<file path="config.mk">
export PLATFORM = sky130hd
export DESIGN_NAME = hypergraph_product_check_entry_top
export DESIGN_NICKNAME = d
export VERILOG_FILES = /design/src/sv/hpce_pkg.sv /design/src/sv/hpce_div_pipe.sv /design/src/sv/hypergraph_product_check_entry_top.sv
export SDC_FILE = /design/constraint.sdc
export NUM_CORES = 2
export LEC_CHECK = 0
export BUFFER_PORTS_ARGS = -buffer_cell sky130_fd_sc_hd__buf_2
export CAP_MARGIN = 20
export CORE_ASPECT_RATIO = 1.75
export CORE_MARGIN = 2
export CORE_UTILIZATION = 68
export DETAILED_ROUTE_END_ITERATION = 10
export MAX_ROUTING_LAYER = met4
export PLACE_DENSITY = 0.85
export SETUP_SLACK_MARGIN = 0.5
export SYNTH_ARGS = -nofsm -noshare
export SYNTH_HDL_FRONTEND = slang
export SYNTH_SLANG_ARGS = --single-unit
</file>
<file path="constraint.sdc">
create_clock -name aclk -period 27 [get_ports aclk]
set_clock_uncertainty 0.1 [all_clocks]
set_input_delay 0 -clock aclk [delete_from_list [all_inputs] [get_ports aclk]]
set_output_delay 0 -clock aclk [all_outputs]
set_load 0.02 [all_outputs]
</file>
<file path="src/sv/hpce_pkg.sv">
package hpce_pkg;

    localparam int MAX_ROWS_DEF = 16;
    localparam int MAX_COLS_DEF = 16;

    localparam int DIM_W = 5;
    localparam int ROW_W = 8;
    localparam int COL_W = 9;
    localparam int DIV_W = COL_W;

    typedef enum logic [1:0] {
        OP_WR_A  = 2'd0,
        OP_WR_B  = 2'd1,
        OP_QRY_X = 2'd2,
        OP_QRY_Z = 2'd3
    } op_t;

    typedef enum logic [1:0] {
        REG_ROWS_A = 2'd0,
        REG_COLS_A = 2'd1,
        REG_ROWS_B = 2'd2,
        REG_COLS_B = 2'd3
    } cfg_reg_t;

    typedef struct packed {
        op_t              op;
        logic             status;
        logic             col_left;
        logic [ROW_W-1:0] row;
        logic [COL_W-1:0] col;
        logic             bit_value;
    } item_tag_t;

    typedef struct packed {
        logic [DIV_W-1:0] num_r;
        logic [DIM_W-1:0] den_r;
        logic [DIV_W-1:0] num_c;
        logic [DIM_W-1:0] den_c;
    } div_in_t;

    typedef struct packed {
        logic [DIV_W-1:0] quo_r;
        logic [DIM_W-1:0] rem_r;
        logic [DIV_W-1:0] quo_c;
        logic [DIM_W-1:0] rem_c;
    } div_out_t;

    // one restoring step: returns {remainder, shifted dividend with quotient bit}
    function automatic logic [DIM_W+DIV_W-1:0] div_step(
        input logic [DIM_W-1:0] rem,
        input logic [DIV_W-1:0] num,
        input logic [DIM_W-1:0] den
    );
        logic [DIM_W:0] t;
        logic [DIM_W:0] d;
        t = {rem, num[DIV_W-1]};
        d = t - {1'b0, den};
        if (t >= {1'b0, den}) begin
            return {d[DIM_W-1:0], num[DIV_W-2:0], 1'b1};
        end else begin
            return {t[DIM_W-1:0], num[DIV_W-2:0], 1'b0};
        end
    endfunction

endpackage

</file>
<file path="src/sv/hpce_div_pipe.sv">
module hpce_div_pipe (
    input  logic                   aclk,
    input  logic                   aresetn,
    input  logic                   en,
    input  logic                   in_valid,
    input  hpce_pkg::item_tag_t    in_tag,
    input  hpce_pkg::div_in_t      in_op,
    output logic                   out_valid,
    output hpce_pkg::item_tag_t    out_tag,
    output hpce_pkg::div_out_t     out_res
);

    localparam int NW = hpce_pkg::DIV_W;
    localparam int DW = hpce_pkg::DIM_W;

    logic [DW-1:0]        rem_r_reg [NW];
    logic [NW-1:0]        num_r_reg [NW];
    logic [DW-1:0]        den_r_reg [NW];
    logic [DW-1:0]        rem_c_reg [NW];
    logic [NW-1:0]        num_c_reg [NW];
    logic [DW-1:0]        den_c_reg [NW];
    hpce_pkg::item_tag_t  tag_reg   [NW];
    logic [NW-1:0]        vld_reg;

    logic [DW+NW-1:0]     step_r_next [NW];
    logic [DW+NW-1:0]     step_c_next [NW];

    // one quotient bit per stage for both divisions
    always_comb begin
        step_r_next[0] = hpce_pkg::div_step(DW'(0), in_op.num_r, in_op.den_r);
        step_c_next[0] = hpce_pkg::div_step(DW'(0), in_op.num_c, in_op.den_c);
        for (int k = 1; k < NW; k++) begin
            step_r_next[k] = hpce_pkg::div_step(rem_r_reg[k-1], num_r_reg[k-1],
                                                den_r_reg[k-1]);
            step_c_next[k] = hpce_pkg::div_step(rem_c_reg[k-1], num_c_reg[k-1],
                                                den_c_reg[k-1]);
        end
    end

    always_ff @(posedge aclk) begin
        if (!aresetn) begin
            vld_reg <= '0;
        end else if (en) begin
            vld_reg <= {vld_reg[NW-2:0], in_valid};
        end
    end

    always_ff @(posedge aclk) begin
        if (en) begin
            rem_r_reg[0] <= step_r_next[0][NW +: DW];
            num_r_reg[0] <= step_r_next[0][NW-1:0];
            den_r_reg[0] <= in_op.den_r;
            rem_c_reg[0] <= step_c_next[0][NW +: DW];
            num_c_reg[0] <= step_c_next[0][NW-1:0];
            den_c_reg[0] <= in_op.den_c;
            tag_reg[0]   <= in_tag;
            for (int k = 1; k < NW; k++) begin
                rem_r_reg[k] <= step_r_next[k][NW +: DW];
                num_r_reg[k] <= step_r_next[k][NW-1:0];
                den_r_reg[k] <= den_r_reg[k-1];
                rem_c_reg[k] <= step_c_next[k][NW +: DW];
                num_c_reg[k] <= step_c_next[k][NW-1:0];
                den_c_reg[k] <= den_c_reg[k-1];
                tag_reg[k]   <= tag_reg[k-1];
            end
        end
    end

    assign out_valid     = vld_reg[NW-1];
    assign out_tag       = tag_reg[NW-1];
    assign out_res.quo_r = num_r_reg[NW-1];
    assign out_res.rem_r = rem_r_reg[NW-1];
    assign out_res.quo_c = num_c_reg[NW-1];
    assign out_res.rem_c = rem_c_reg[NW-1];

endmodule

</file>
<file path="src/sv/hypergraph_product_check_entry_top.sv">
// Hypergraph-product check matrix entry lookup. Matrices A and B are loaded one bit
// per beat (op 0 and 1); op 2 and 3 return one entry of H_X or H_Z of their product,
// with status 1 and a zero bit for any index outside the configured sizes. The
// pipeline takes one beat every cycle while the result side is not stalled and returns
// one result beat per input beat, through an input register, a range-check stage,
// nine stages of a one-bit-per-stage restoring divider that splits row and column
// into Kronecker indices, a matrix read stage and the output register. A stall on
// the result side holds every stage. Both matrices read as zero after reset through
// per-row valid bits, so no clearing pass is needed. The user must write dimension
// registers only while no beat is in flight; the block does not enforce this. 0 acts
// as 1 and values above the maximum act as the maximum.
module hypergraph_product_check_entry_top #(
    parameter int MAX_ROWS = hpce_pkg::MAX_ROWS_DEF,
    parameter int MAX_COLS = hpce_pkg::MAX_COLS_DEF
) (
    input  logic                        aclk,
    input  logic                        aresetn,
    input  logic                        cfg_wr_en,
    input  logic [1:0]                  cfg_index,
    input  logic [hpce_pkg::DIM_W-1:0]  cfg_wdata,
    input  logic                        s_valid,
    output logic                        s_ready,
    input  logic [1:0]                  s_op,
    input  logic [hpce_pkg::ROW_W-1:0]  s_row_index,
    input  logic [hpce_pkg::COL_W-1:0]  s_col_index,
    input  logic                        s_bit_value,
    output logic                        m_valid,
    input  logic                        m_ready,
    output logic                        m_entry_bit,
    output logic                        m_status
);

    localparam int DW     = hpce_pkg::DIM_W;
    localparam int RW     = hpce_pkg::ROW_W;
    localparam int CW     = hpce_pkg::COL_W;
    localparam int NW     = hpce_pkg::DIV_W;
    localparam int ROW_AW = (MAX_ROWS > 1) ? $clog2(MAX_ROWS) : 1;
    localparam int COL_AW = (MAX_COLS > 1) ? $clog2(MAX_COLS) : 1;

    function automatic logic [DW-1:0] clamp_dim(input logic [DW-1:0] v, input int lim);
        if (v == '0) begin
            return DW'(1);
        end else if (int'(v) > lim) begin
            return DW'(lim);
        end else begin
            return v;
        end
    endfunction

    logic pipe_en;

    // configuration and derived sizes
    logic [DW-1:0]   rows_a_reg, cols_a_reg, rows_b_reg, cols_b_reg;
    logic [DW-1:0]   m1_next, n1_next, m2_next, n2_next;
    logic [DW-1:0]   m1_reg, n1_reg, m2_reg, n2_reg;
    logic [2*DW-1:0] left_reg, nrows_x_reg, nrows_z_reg;
    logic [2*DW:0]   total_reg;

    // input stage
    logic              s0_valid_reg;
    hpce_pkg::op_t     s0_op_reg;
    logic [RW-1:0]     s0_row_reg;
    logic [CW-1:0]     s0_col_reg;
    logic              s0_bv_reg;

    // range-check stage
    hpce_pkg::item_tag_t s1_tag_next, s1_tag_reg;
    hpce_pkg::div_in_t   s1_div_next, s1_div_reg;
    logic                s1_valid_reg;

    // divider outputs
    logic                div_valid;
    hpce_pkg::item_tag_t div_tag;
    hpce_pkg::div_out_t  div_res;

    // read stage
    logic [NW-1:0]       sel_row, sel_col;
    logic                sel_use_a, sel_eq;
    logic [ROW_AW-1:0]   rd_addr;
    logic [COL_AW-1:0]   rd_col;
    logic                we_a, we_b;
    logic [MAX_COLS-1:0] wr_row;

    logic [MAX_COLS-1:0] mem_a_reg [MAX_ROWS];
    logic [MAX_COLS-1:0] mem_b_reg [MAX_ROWS];
    logic [MAX_ROWS-1:0] vld_a_reg, vld_b_reg;

    logic                rd_valid_reg;
    hpce_pkg::op_t       rd_op_reg;
    logic                rd_status_reg;
    logic                rd_use_a_reg, rd_eq_reg;
    logic [COL_AW-1:0]   rd_col_reg;
    logic [MAX_COLS-1:0] row_a_reg, row_b_reg;
    logic                rvld_a_reg, rvld_b_reg;

    // output stage
    logic m_valid_reg, m_entry_bit_reg, m_status_reg;
    logic entry_next;

    assign pipe_en = !m_valid_reg || m_ready;
    assign s_ready = pipe_en;

    always_ff @(posedge aclk) begin
        if (!aresetn) begin
            rows_a_reg <= DW'(1);
            cols_a_reg <= DW'(1);
            rows_b_reg <= DW'(1);
            cols_b_reg <= DW'(1);
        end else if (cfg_wr_en) begin
            case (hpce_pkg::cfg_reg_t'(cfg_index))
                hpce_pkg::REG_ROWS_A: rows_a_reg <= cfg_wdata;
                hpce_pkg::REG_COLS_A: cols_a_reg <= cfg_wdata;
                hpce_pkg::REG_ROWS_B: rows_b_reg <= cfg_wdata;
                hpce_pkg::REG_COLS_B: cols_b_reg <= cfg_wdata;
                default: ;
            endcase
        end
    end

    always_comb begin
        m1_next = clamp_dim(rows_a_reg, MAX_ROWS);
        n1_next = clamp_dim(cols_a_reg, MAX_COLS);
        m2_next = clamp_dim(rows_b_reg, MAX_ROWS);
        n2_next = clamp_dim(cols_b_reg, MAX_COLS);
    end

    // sizes and products are registered and settle in the cycle after a dimension write
    always_ff @(posedge aclk) begin
        m1_reg      <= m1_next;
        n1_reg      <= n1_next;
        m2_reg      <= m2_next;
        n2_reg      <= n2_next;
        left_reg    <= (2*DW)'(n1_next) * (2*DW)'(n2_next);
        nrows_x_reg <= (2*DW)'(m1_next) * (2*DW)'(n2_next);
        nrows_z_reg <= (2*DW)'(n1_next) * (2*DW)'(m2_next);
        total_reg   <= (2*DW+1)'((2*DW)'(n1_next) * (2*DW)'(n2_next))
                     + (2*DW+1)'((2*DW)'(m1_next) * (2*DW)'(m2_next));
    end

    // input register
    always_ff @(posedge aclk) begin
        if (!aresetn) begin
            s0_valid_reg <= 1'b0;
        end else if (pipe_en) begin
            s0_valid_reg <= s_valid;
        end
    end

    always_ff @(posedge aclk) begin
        if (pipe_en) begin
            s0_op_reg  <= hpce_pkg::op_t'(s_op);
            s0_row_reg <= s_row_index;
            s0_col_reg <= s_col_index;
            s0_bv_reg  <= s_bit_value;
        end
    end

    // range checks and divider operands
    always_comb begin
        logic [2*DW:0]   col_diff;
        logic [DW-1:0]   nr, nc;
        logic [2*DW-1:0] nrows;
        logic            col_left;
        col_diff = (2*DW+1)'(s0_col_reg) - (2*DW+1)'(left_reg);
        col_left = (2*DW+1)'(s0_col_reg) < (2*DW+1)'(left_reg);
        nr       = (s0_op_reg == hpce_pkg::OP_WR_A) ? m1_reg : m2_reg;
        nc       = (s0_op_reg == hpce_pkg::OP_WR_A) ? n1_reg : n2_reg;
        nrows    = (s0_op_reg == hpce_pkg::OP_QRY_X) ? nrows_x_reg : nrows_z_reg;

        s1_tag_next.op        = s0_op_reg;
        s1_tag_next.col_left  = col_left;
        s1_tag_next.row       = s0_row_reg;
        s1_tag_next.col       = s0_col_reg;
        s1_tag_next.bit_value = s0_bv_reg;
        case (s0_op_reg)
            hpce_pkg::OP_WR_A, hpce_pkg::OP_WR_B: begin
                s1_tag_next.status = (s0_row_reg >= RW'(nr)) || (s0_col_reg >= CW'(nc));
            end
            default: begin
                s1_tag_next.status = ((2*DW)'(s0_row_reg) >= nrows)
                                  || ((2*DW+1)'(s0_col_reg) >= total_reg);
            end
        endcase

        s1_div_next.num_r = NW'(s0_row_reg);
        s1_div_next.den_r = (s0_op_reg == hpce_pkg::OP_QRY_X) ? n2_reg : m2_reg;
        s1_div_next.num_c = col_left ? NW'(s0_col_reg) : col_diff[NW-1:0];
        s1_div_next.den_c = col_left ? n2_reg : m2_reg;
    end

    always_ff @(posedge aclk) begin
        if (!aresetn) begin
            s1_valid_reg <= 1'b0;
        end else if (pipe_en) begin
            s1_valid_reg <= s0_valid_reg;
        end
    end

    always_ff @(posedge aclk) begin
        if (pipe_en) begin
            s1_tag_reg <= s1_tag_next;
            s1_div_reg <= s1_div_next;
        end
    end

    hpce_div_pipe u_div (
        .aclk      (aclk),
        .aresetn   (aresetn),
        .en        (pipe_en),
        .in_valid  (s1_valid_reg),
        .in_tag    (s1_tag_reg),
        .in_op     (s1_div_reg),
        .out_valid (div_valid),
        .out_tag   (div_tag),
        .out_res   (div_res)
    );

    // pick matrix row and column from the Kronecker indices
    always_comb begin
        logic [NW-1:0] rr, rc;
        rr        = NW'(div_res.rem_r);
        rc        = NW'(div_res.rem_c);
        sel_row   = NW'(div_tag.row);
        sel_col   = div_tag.col;
        sel_use_a = 1'b1;
        sel_eq    = 1'b0;
        case (div_tag.op)
            hpce_pkg::OP_WR_A: begin
                sel_use_a = 1'b1;
            end
            hpce_pkg::OP_WR_B: begin
                sel_use_a = 1'b0;
            end
            hpce_pkg::OP_QRY_X: begin
                // left block A(ia,ja) & ib==jb, right block ia==ka & B(kb,ib)
                sel_use_a = div_tag.col_left;
                sel_row   = div_tag.col_left ? div_res.quo_r : rc;
                sel_col   = div_tag.col_left ? div_res.quo_c : rr;
                sel_eq    = div_tag.col_left ? (rr == rc) : (div_res.quo_r == div_res.quo_c);
            end
            default: begin
                // left block ia==ja & B(ib,jb), right block A(ka,ia) & kb==ib
                sel_use_a = !div_tag.col_left;
                sel_row   = div_tag.col_left ? rr : div_res.quo_c;
                sel_col   = div_tag.col_left ? rc : div_res.quo_r;
                sel_eq    = div_tag.col_left ? (div_res.quo_r == div_res.quo_c) : (rr == rc);
            end
        endcase
    end

    assign rd_addr = sel_row[ROW_AW-1:0];
    assign rd_col  = sel_col[COL_AW-1:0];
    assign we_a    = div_valid && !div_tag.status && (div_tag.op == hpce_pkg::OP_WR_A);
    assign we_b    = div_valid && !div_tag.status && (div_tag.op == hpce_pkg::OP_WR_B);

    always_comb begin
        wr_row         = '0;
        wr_row[rd_col] = div_tag.bit_value;
    end

    // a row never written since reset is rewritten whole
    always_ff @(posedge aclk) begin
        if (pipe_en) begin
            if (we_a) begin
                if (vld_a_reg[rd_addr]) begin
                    mem_a_reg[rd_addr][rd_col] <= div_tag.bit_value;
                end else begin
                    mem_a_reg[rd_addr] <= wr_row;
                end
            end
            row_a_reg <= mem_a_reg[rd_addr];
        end
    end

    always_ff @(posedge aclk) begin
        if (pipe_en) begin
            if (we_b) begin
                if (vld_b_reg[rd_addr]) begin
                    mem_b_reg[rd_addr][rd_col] <= div_tag.bit_value;
                end else begin
                    mem_b_reg[rd_addr] <= wr_row;
                end
            end
            row_b_reg <= mem_b_reg[rd_addr];
        end
    end

    always_ff @(posedge aclk) begin
        if (!aresetn) begin
            vld_a_reg    <= '0;
            vld_b_reg    <= '0;
            rd_valid_reg <= 1'b0;
        end else if (pipe_en) begin
            if (we_a) begin
                vld_a_reg[rd_addr] <= 1'b1;
            end
            if (we_b) begin
                vld_b_reg[rd_addr] <= 1'b1;
            end
            rd_valid_reg <= div_valid;
        end
    end

    always_ff @(posedge aclk) begin
        if (pipe_en) begin
            rd_op_reg     <= div_tag.op;
            rd_status_reg <= div_tag.status;
            rd_use_a_reg  <= sel_use_a;
            rd_eq_reg     <= sel_eq;
            rd_col_reg    <= rd_col;
            rvld_a_reg    <= vld_a_reg[rd_addr];
            rvld_b_reg    <= vld_b_reg[rd_addr];
        end
    end

    always_comb begin
        logic mat_bit;
        mat_bit = rd_use_a_reg ? (rvld_a_reg && row_a_reg[rd_col_reg])
                               : (rvld_b_reg && row_b_reg[rd_col_reg]);
        if (rd_status_reg) begin
            entry_next = 1'b0;
        end else if (rd_op_reg == hpce_pkg::OP_QRY_X || rd_op_reg == hpce_pkg::OP_QRY_Z) begin
            entry_next = mat_bit && rd_eq_reg;
        end else begin
            entry_next = 1'b0;
        end
    end

    // output register
    always_ff @(posedge aclk) begin
        if (!aresetn) begin
            m_valid_reg <= 1'b0;
        end else if (pipe_en) begin
            m_valid_reg <= rd_valid_reg;
        end
    end

    always_ff @(posedge aclk) begin
        if (pipe_en) begin
            m_entry_bit_reg <= entry_next;
            m_status_reg    <= rd_status_reg;
        end
    end

    assign m_valid     = m_valid_reg;
    assign m_entry_bit = m_entry_bit_reg;
    assign m_status    = m_status_reg;

endmodule

</file>
======== Word level (Yosys, flattened, before mapping) ========
Memory sizes are Yosys's and may differ from the RTL's. A register that Yosys moved wholly into a read port is not among the register bits.
Index checks and enable logic that the tools add are counted.
storage, ports and cells
  bits of input ports ..................... 32
  memories kept ........................... 9
  output and inout port bits .............. 4
  RAM bits ................................ 1052
  register bits ........................... 200
operators by class
  bitwise gates (word level) .............. 36
  multiply operators ...................... 5
  magnitude comparators ................... 32
  multiplexer cells ....................... 106
  eq/ne operators ......................... 11
  reductions and logical operators ........ 31
  add/subtract/negate cells ............... 20
memories
  name             words  bits a word  read ports  clocked after memory_dff  write ports  line                                      text
  mem_a_reg        16     16           1           1                         1            hypergraph_product_check_entry_top.sv:84  logic [MAX_COLS-1:0] mem_a_reg [MAX_ROWS];
  mem_b_reg        16     16           1           1                         1            hypergraph_product_check_entry_top.sv:85  logic [MAX_COLS-1:0] mem_b_reg [MAX_ROWS];
  u_div.tag_reg    9      22           9           0                         9            hpce_div_pipe.sv:22                       hpce_pkg::item_tag_t tag_reg [NW];
  u_div.num_c_reg  9      9            9           0                         9            hpce_div_pipe.sv:20                       logic [NW-1:0] num_c_reg [NW];
  u_div.num_r_reg  9      9            9           0                         9            hpce_div_pipe.sv:17                       logic [NW-1:0] num_r_reg [NW];
  u_div.den_c_reg  9      5            8           0                         9            hpce_div_pipe.sv:21                       logic [DW-1:0] den_c_reg [NW];
  3 more memories  n/a    n/a          n/a         n/a                       n/a          n/a
operators with widths
  cell                  count
  $mux W14              18
  $ge A6 B5 Y1          16
  $sub A5 B5 Y5         16
  $mux W5               12
  $mux W1               58
  $mul A5 B5 Y10        5
  $mux W16              2
  $or A1 B1 Y1          32
  $or A16 B16 Y16       2
  $gt A5 B5 Y1 const B  4
  $logic_not A5 Y1      4
  $and A16 B16 Y16      1
  $bmux W1 S4           4
  $mux W4               4
  $pmux W4 S2           2
  $lt A4 B5 Y1 const B  3
  $eq A2 B2 Y1 const B  6
  $reduce_and A2 Y1     6
  $add A10 B10 Y11      1
  $ge A9 B11 Y1         1
  $ge A8 B10 Y1         1
  $lt A9 B10 Y1         1
  $mux W10              1
  $eq A9 B9 Y1          1
  other kinds (20)      40

======== Longest topological paths before layout ========
An unclocked memory read counts as a cell.
  depth after elaboration ................. 11
  gate-level depth with buffers ........... 22
  mapped depth without buffers ............ 21

======== Hierarchy ========
From an unflattened synthesis, not the netlist that was laid out.
second synthesis, totals
  cell total of the unflattened synthesis .. 4148
  area, all modules ....................... 56487.9 um^2
by module, submodules not included
  module                              area each (um^2)  cells each  times used
  hypergraph_product_check_entry_top  35490.3           2950        1
  hpce_div_pipe                       20997.6           1198        1

======== Worst setup path before layout ========
Ideal clock, no wire load.
  path type ............................... flip-flop to flip-flop
  from .................................... register m_valid_reg, in the netlist m_valid
  to ...................................... register m_entry_bit_reg, in the netlist m_entry_bit, enable pin
  required time ........................... 25.799 ns
  arrival time ............................ 15.098 ns
  library setup time ...................... 1.101 ns
  setup slack ............................. 10.701 ns
  period minus slack after synthesis ...... 16.299 ns
  buffers on the path ..................... 1
  stages on the path, launching flop included .. 4
  cell sequence ........................... dfxtp_1 > nor2b_1 > inv_1 > clkbuf_1
on the way
  word-level cells in the longest chain between the ends .. 2
ends and longest elaborated chain
  item                    line                                       text
  from (decl)             hypergraph_product_check_entry_top.sv:97   logic m_valid_reg, m_entry_bit_reg, m_status_reg;
  from (signal assigned)  hypergraph_product_check_entry_top.sv:334  m_valid_reg <= rd_valid_reg;
  $logic_not A1 Y1        hypergraph_product_check_entry_top.sv:100  assign pipe_en = !m_valid_reg || m_ready;
  $logic_or A1 B1 Y1      hypergraph_product_check_entry_top.sv:100
  net s_ready             hypergraph_product_check_entry_top.sv:22   output logic s_ready,
  to (signal assigned)    hypergraph_product_check_entry_top.sv:340  m_entry_bit_reg <= entry_next;
  to (decl)               hypergraph_product_check_entry_top.sv:97
The timed path passes the listed nets, and every way through them passes these cells.
A chain may end at the register's enable or synchronous reset.

======== Worst setup path in the final report ========
  from .................................... register cols_a_reg[4]
  to ...................................... register total_reg[10]
on the way
  word-level cells in the longest chain between the ends .. 5
  elaborated cells on any way between the ends .. 6
  those cells by class .................... add/sub (1); mul (1); order compare (1); mux (2); reduce/logical (1)
ends and longest elaborated chain
  item                    line                                       text
  from (decl)             hypergraph_product_check_entry_top.sv:53   logic [DW-1:0] rows_a_reg, cols_a_reg, rows_b_reg, cols_b_reg;
  from (signal assigned)  hypergraph_product_check_entry_top.sv:112  hpce_pkg::REG_COLS_A: cols_a_reg <= cfg_wdata;
  $gt A5 B5 Y1            hypergraph_product_check_entry_top.sv:43   end else if (int'(v) > lim) begin
  $mux W5                 hypergraph_product_check_entry_top.sv:43
  $mux W5 (*)             hypergraph_product_check_entry_top.sv:41   if (v == '0) begin
  $mul A5 B5 Y10 (*)      hypergraph_product_check_entry_top.sv:136  total_reg <= (2*DW+1)'((2*DW)'(n1_next) * (2*DW)'(n2_next))
  $add A10 B10 Y11 (*)    hypergraph_product_check_entry_top.sv:137  + (2*DW+1)'((2*DW)'(m1_next) * (2*DW)'(m2_next));
  to (signal assigned)    hypergraph_product_check_entry_top.sv:136
  to (decl)               hypergraph_product_check_entry_top.sv:57   logic [2*DW:0] total_reg;
Every way passes the cells marked *; elsewhere a longest branch is shown, timed or not.

==> flow_metrics.py <==
metrics = {
    "clocking": {
        "tritoncts_num_sinks": 1161,
        "cts_root_buf": "sky130_fd_sc_hd__clkbuf_16",
        "insertion_delay_ns": 0.70,
        "tritoncts.num_buffers": 96,
        "cts_max_path_buffers": 3,
        "clkSlewWorstSetupHoldPaths_ns": 0.07,
        "cts_tree": "built",
        "h-tree-depth": 3,
    },
    "timing": {
        "timing.final.crit_share_pct": 20.8,
        "timing.final.hold_violations": 0,
        "hold_slack_ns": 0.0712,
        "tightest_slew_ns": 1.28,
        "grt_setup_unrepaired": "false",
        "setup_viol": 0,
        "post-route-worst-setup-slack_ns": 21.38,
        "final-max-slew-violation-count": 0,
        "finalSetupTns_ns": 0,
        "max-slew-margin-rel_pct": 14.4,
        "post-route-min-period_ns": 5.62,
        "max_freq_mhz": 178,
    },
    "grt": {
        "grt_antenna_before_repair": 0,
        "grt_pass1_vias": 33700,
        "globalRouteTotalUtil_pct": 31.3,
        "grt_first_pass_wirelength_mm": 182,
        "globalRouteOverflowTotal": 0,
        "grt_start_max_net_pins": 207,
    },
    "floorplan": {
        "die_x_um": 214,
        "i_o_pins": 36,
        "starting_density_of_the_core_pct": 68.7,
        "core_area_sq_mm": 0.0765,
        "design.die.area_sq_mm": 0.0796,
        "fp-row-count": 134,
        "die_h_um": 372,
    },
    "synthesis": {
        "ys.warnings.count": 0,
        "avgSynthCellArea_sq_um": 12.1,
        "yosysSeqAreaShare_pct": 64.0,
        "fraction_of_registers_with_async_set_reset_pct": 0,
        "ys_top_cells_by_count": "1035 x sky130_fd_sc_hd__edfxtp_1, 682 x sky130_fd_sc_hd__nand2_1, 638 x sky130_fd_sc_hd__nor2_1",
        "synth_top_area_cell": "sky130_fd_sc_hd__edfxtp_1",
        "number_of_flip_flops_and_latches_in_the_synthesized_netlist": 1161,
        "post-synth-top-area-fraction_pct": 59.2,
        "postSynthCellCount": 4335,
        "syn-num-nets": 4647,
        "number_of_enable_flip_flop_cells_after_synthesis": 1035,
        "syn_area_sq_mm": 0.0525,
        "synthMostInstantiatedCell": "sky130_fd_sc_hd__edfxtp_1",
        "synth_ff_type": "sky130_fd_sc_hd__edfxtp_1",
        "synth.area.top_cells": "sky130_fd_sc_hd__edfxtp_1 59%, sky130_fd_sc_hd__ha_1 4.9%, sky130_fd_sc_hd__nand2_1 4.9%",
        "yosys.cell_types.count": 60,
    },
    "final_layout": {
        "insertedDiodeCount": 0,
        "syn2layout_area_growth_pct": 8.62,
        "post-route-util_pct": 74.6,
        "final_layout_size_suffix_gt1_share_pct": 6.61,
        "finalNonFillerCells": 5438,
        "num-nets-final": 4650,
    },
    "place": {
        "place.detailed.instances": 5197,
        "detailedPlace.worstSlack_ns": 21.42,
        "detailed_place_hpwl_mm": 74.3,
        "gp_congestion": 0.975,
        "place.port_buffers": 35,
    },
    "route": {
        "post_drt_via_cell_ratio": 6.13,
        "route.detailed.drc": 0,
        "met2WireLength_mm": 64.4,
        "wirelength_met1_mm": 36.7,
        "wire_per_inst_um": 22.1,
        "met3WireLength_mm": 8.99,
        "dr.max_layer_used": "met4",
        "routed_wire_length_mm": 120,
        "firstDrtPassIters": 6,
        "route.antenna.remaining_nets": 0,
        "dr.first_iter.drc_count": 3255,
        "vias": 33300,
    },
    "pwr": {
        "cellLeakagePower_nw": 23.0,
        "p_per_area_mw_per_mm2": 80.7,
        "ir_worst_vdd_mv": 0.0613,
    },
    "worst_setup_path": {
        "crit_chain": "nand2b_1 > nor2_1 > fa_1 > fa_1 > inv_1 > fa_1 > fa_1 > inv_1 > fa_1 > ha_1 > a21oi_1 > o21bai_1 > a21oi_1 > o21ai_0 > or4_1 > nand3_1",
        "critical_path.startpoint_type": "flip-flop",
        "critical_path.most_common_cell": "sky130_fd_sc_hd__fa_1",
        "cp_slowest_stage_delay_ns": 0.67,
        "worst_ep_arrival_time_ns": 6.15,
        "crit_path_end_kind": "flip-flop",
        "path_max_fanout": 16,
        "worst-endpoint-required_ns": 27.53,
        "crit_type": "flip-flop to flip-flop",
        "max_stage_delay_cell_worst_path": "sky130_fd_sc_hd__dfxtp_1",
    },
    "run": {
        "cap_viol_max_count": 0,
    },
    "status": {
        "status": "finished, final reports clean",
    },
    "worst_hold_path": {
        "hold_path_class": "input port to flip-flop",
    },
}
-- cells by family after synthesis --
kind of cell             after synthesis  synth area share (%)
AND/OR/NAND/NOR                     1723                  14.1
flip-flops                          1161                  64.0
buffers and inverters                509                  3.98
AO/OA/AOI/OAI                        462                  5.93
adder cells (fa/ha/maj)              280                  7.74
multiplexers                         121                  2.98
XOR/XNOR                              79                  1.32
-- timing repair --
action | 4_1_cts | 5_1_grt
setup buffers | 0 | 0
hold buffers | 57 | 0
gates resized for setup | 0 | 0
hold endpoints to repair | 85 | 0
setup endpoints to repair | 0 | 0
-- critical path: cells and delay by family (launching register included) --
kind                       cells  cell delay, ns
buffers and inverters          2            0.10
AOI/OAI and AO/OA              4            0.73
and+or+nand+nor                4            1.08
DFF                            1            0.67
adders and majority gates      6            2.89
-- report_power, final --
group	leakage, nW	total (W)	switching (W)	internal, W
registers	11.2	0.00229	0.000103	0.00219
logic	10.3	0.000922	0.000582	0.000340
clock network	1.53	0.00139	0.000628	0.000763
total	23.0	0.00460	0.00131	0.00329
-- placed cells by master (no fill, tap or decap), types with 17 or more instances in the layout --
cell type                       Yosys  layout
sky130_fd_sc_hd__edfxtp_1        1035    1035
sky130_fd_sc_hd__nand2_1          682     682
sky130_fd_sc_hd__nor2_1           638     638
sky130_fd_sc_hd__inv_1            294     293
sky130_fd_sc_hd__ha_1             205     205
sky130_fd_sc_hd__nand3_1          148     148
sky130_fd_sc_hd__dfxtp_1          126     126
sky130_fd_sc_hd__clkbuf_16          0     102
sky130_fd_sc_hd__a311oi_1          96      96
sky130_fd_sc_hd__a21oi_1           96      95
sky130_fd_sc_hd__o21ai_0           87      87
sky130_fd_sc_hd__fa_1              75      75
sky130_fd_sc_hd__mux2i_1           69      67
sky130_fd_sc_hd__and3_1            65      65
sky130_fd_sc_hd__dlygate4sd3_1      0      57
sky130_fd_sc_hd__nor2b_1           50      50
sky130_fd_sc_hd__xor2_1            46      46
sky130_fd_sc_hd__a21boi_0          46      46
sky130_fd_sc_hd__nand2b_1          38      38
sky130_fd_sc_hd__o21a_1            37      37
sky130_fd_sc_hd__buf_2             45      35
sky130_fd_sc_hd__nor3_1            34      34
sky130_fd_sc_hd__a31oi_1           34      34
sky130_fd_sc_hd__xnor2_1           33      33
sky130_fd_sc_hd__mux2_2            27      25
sky130_fd_sc_hd__a21o_1            25      25
sky130_fd_sc_hd__mux4_2            22      22
sky130_fd_sc_hd__clkinv_2           0      21
sky130_fd_sc_hd__and2_1            20      20
sky130_fd_sc_hd__clkinv_1           3      19
sky130_fd_sc_hd__nor2_4            18      18
sky130_fd_sc_hd__a211oi_1          17      17
sky130_fd_sc_hd__clkbuf_1         133      17
-- routing by layer --
| metal | vias up | track usage (%) |
|---|---|---|
| li1 | 15100 | - |
| met3 | 540 | 5.26 |
| met4 | 0 | 23.8 |
| met2 | 1623 | 56.4 |
| met5 | - | - |
| met1 | 16100 | 29.7 |
-- area by class of cell --
type,instances,area [sq um]
Sequential cell,1161,33600
Fill cell,4654,19400
Multi-Input combinational cell,2665,16900
Clock buffer,125,2700
Tap cell,1020,1280
Inverter,297,1120
Timing Repair Buffer,117,1050
Clock inverter,53,420
-- final timing paths --
kind                            slack, ns  depth (start not counted)                        endpoint                            from
worst min-delay path                 0.07                          4      cols_b_reg[0]$_SDFFE_PN1P_                    cfg_wdata[0]
worst max-delay path                21.38                         16           total_reg[10]$_DFF_P_      cols_a_reg[4]$_SDFFE_PN0P_
worst max register to register      21.38                         16           total_reg[10]$_DFF_P_      cols_a_reg[4]$_SDFFE_PN0P_
worst min register to register       0.30                          0  u_div.tag_reg[8][20]$_DFFE_PN_  u_div.tag_reg[7][20]$_DFFE_PN_
-- per-stage QoR --
stage	total power [W]	instance area, sq um
3_3_place_gp	0.00315	53200
5_1_grt	0.00477	57000
4_1_cts	0.00459	56900
3_5_place_dp	0.00320	53200
6_report	0.00460	57000
2_1_floorplan	0.00292	52500
Power figures use the tool's default switching activity.
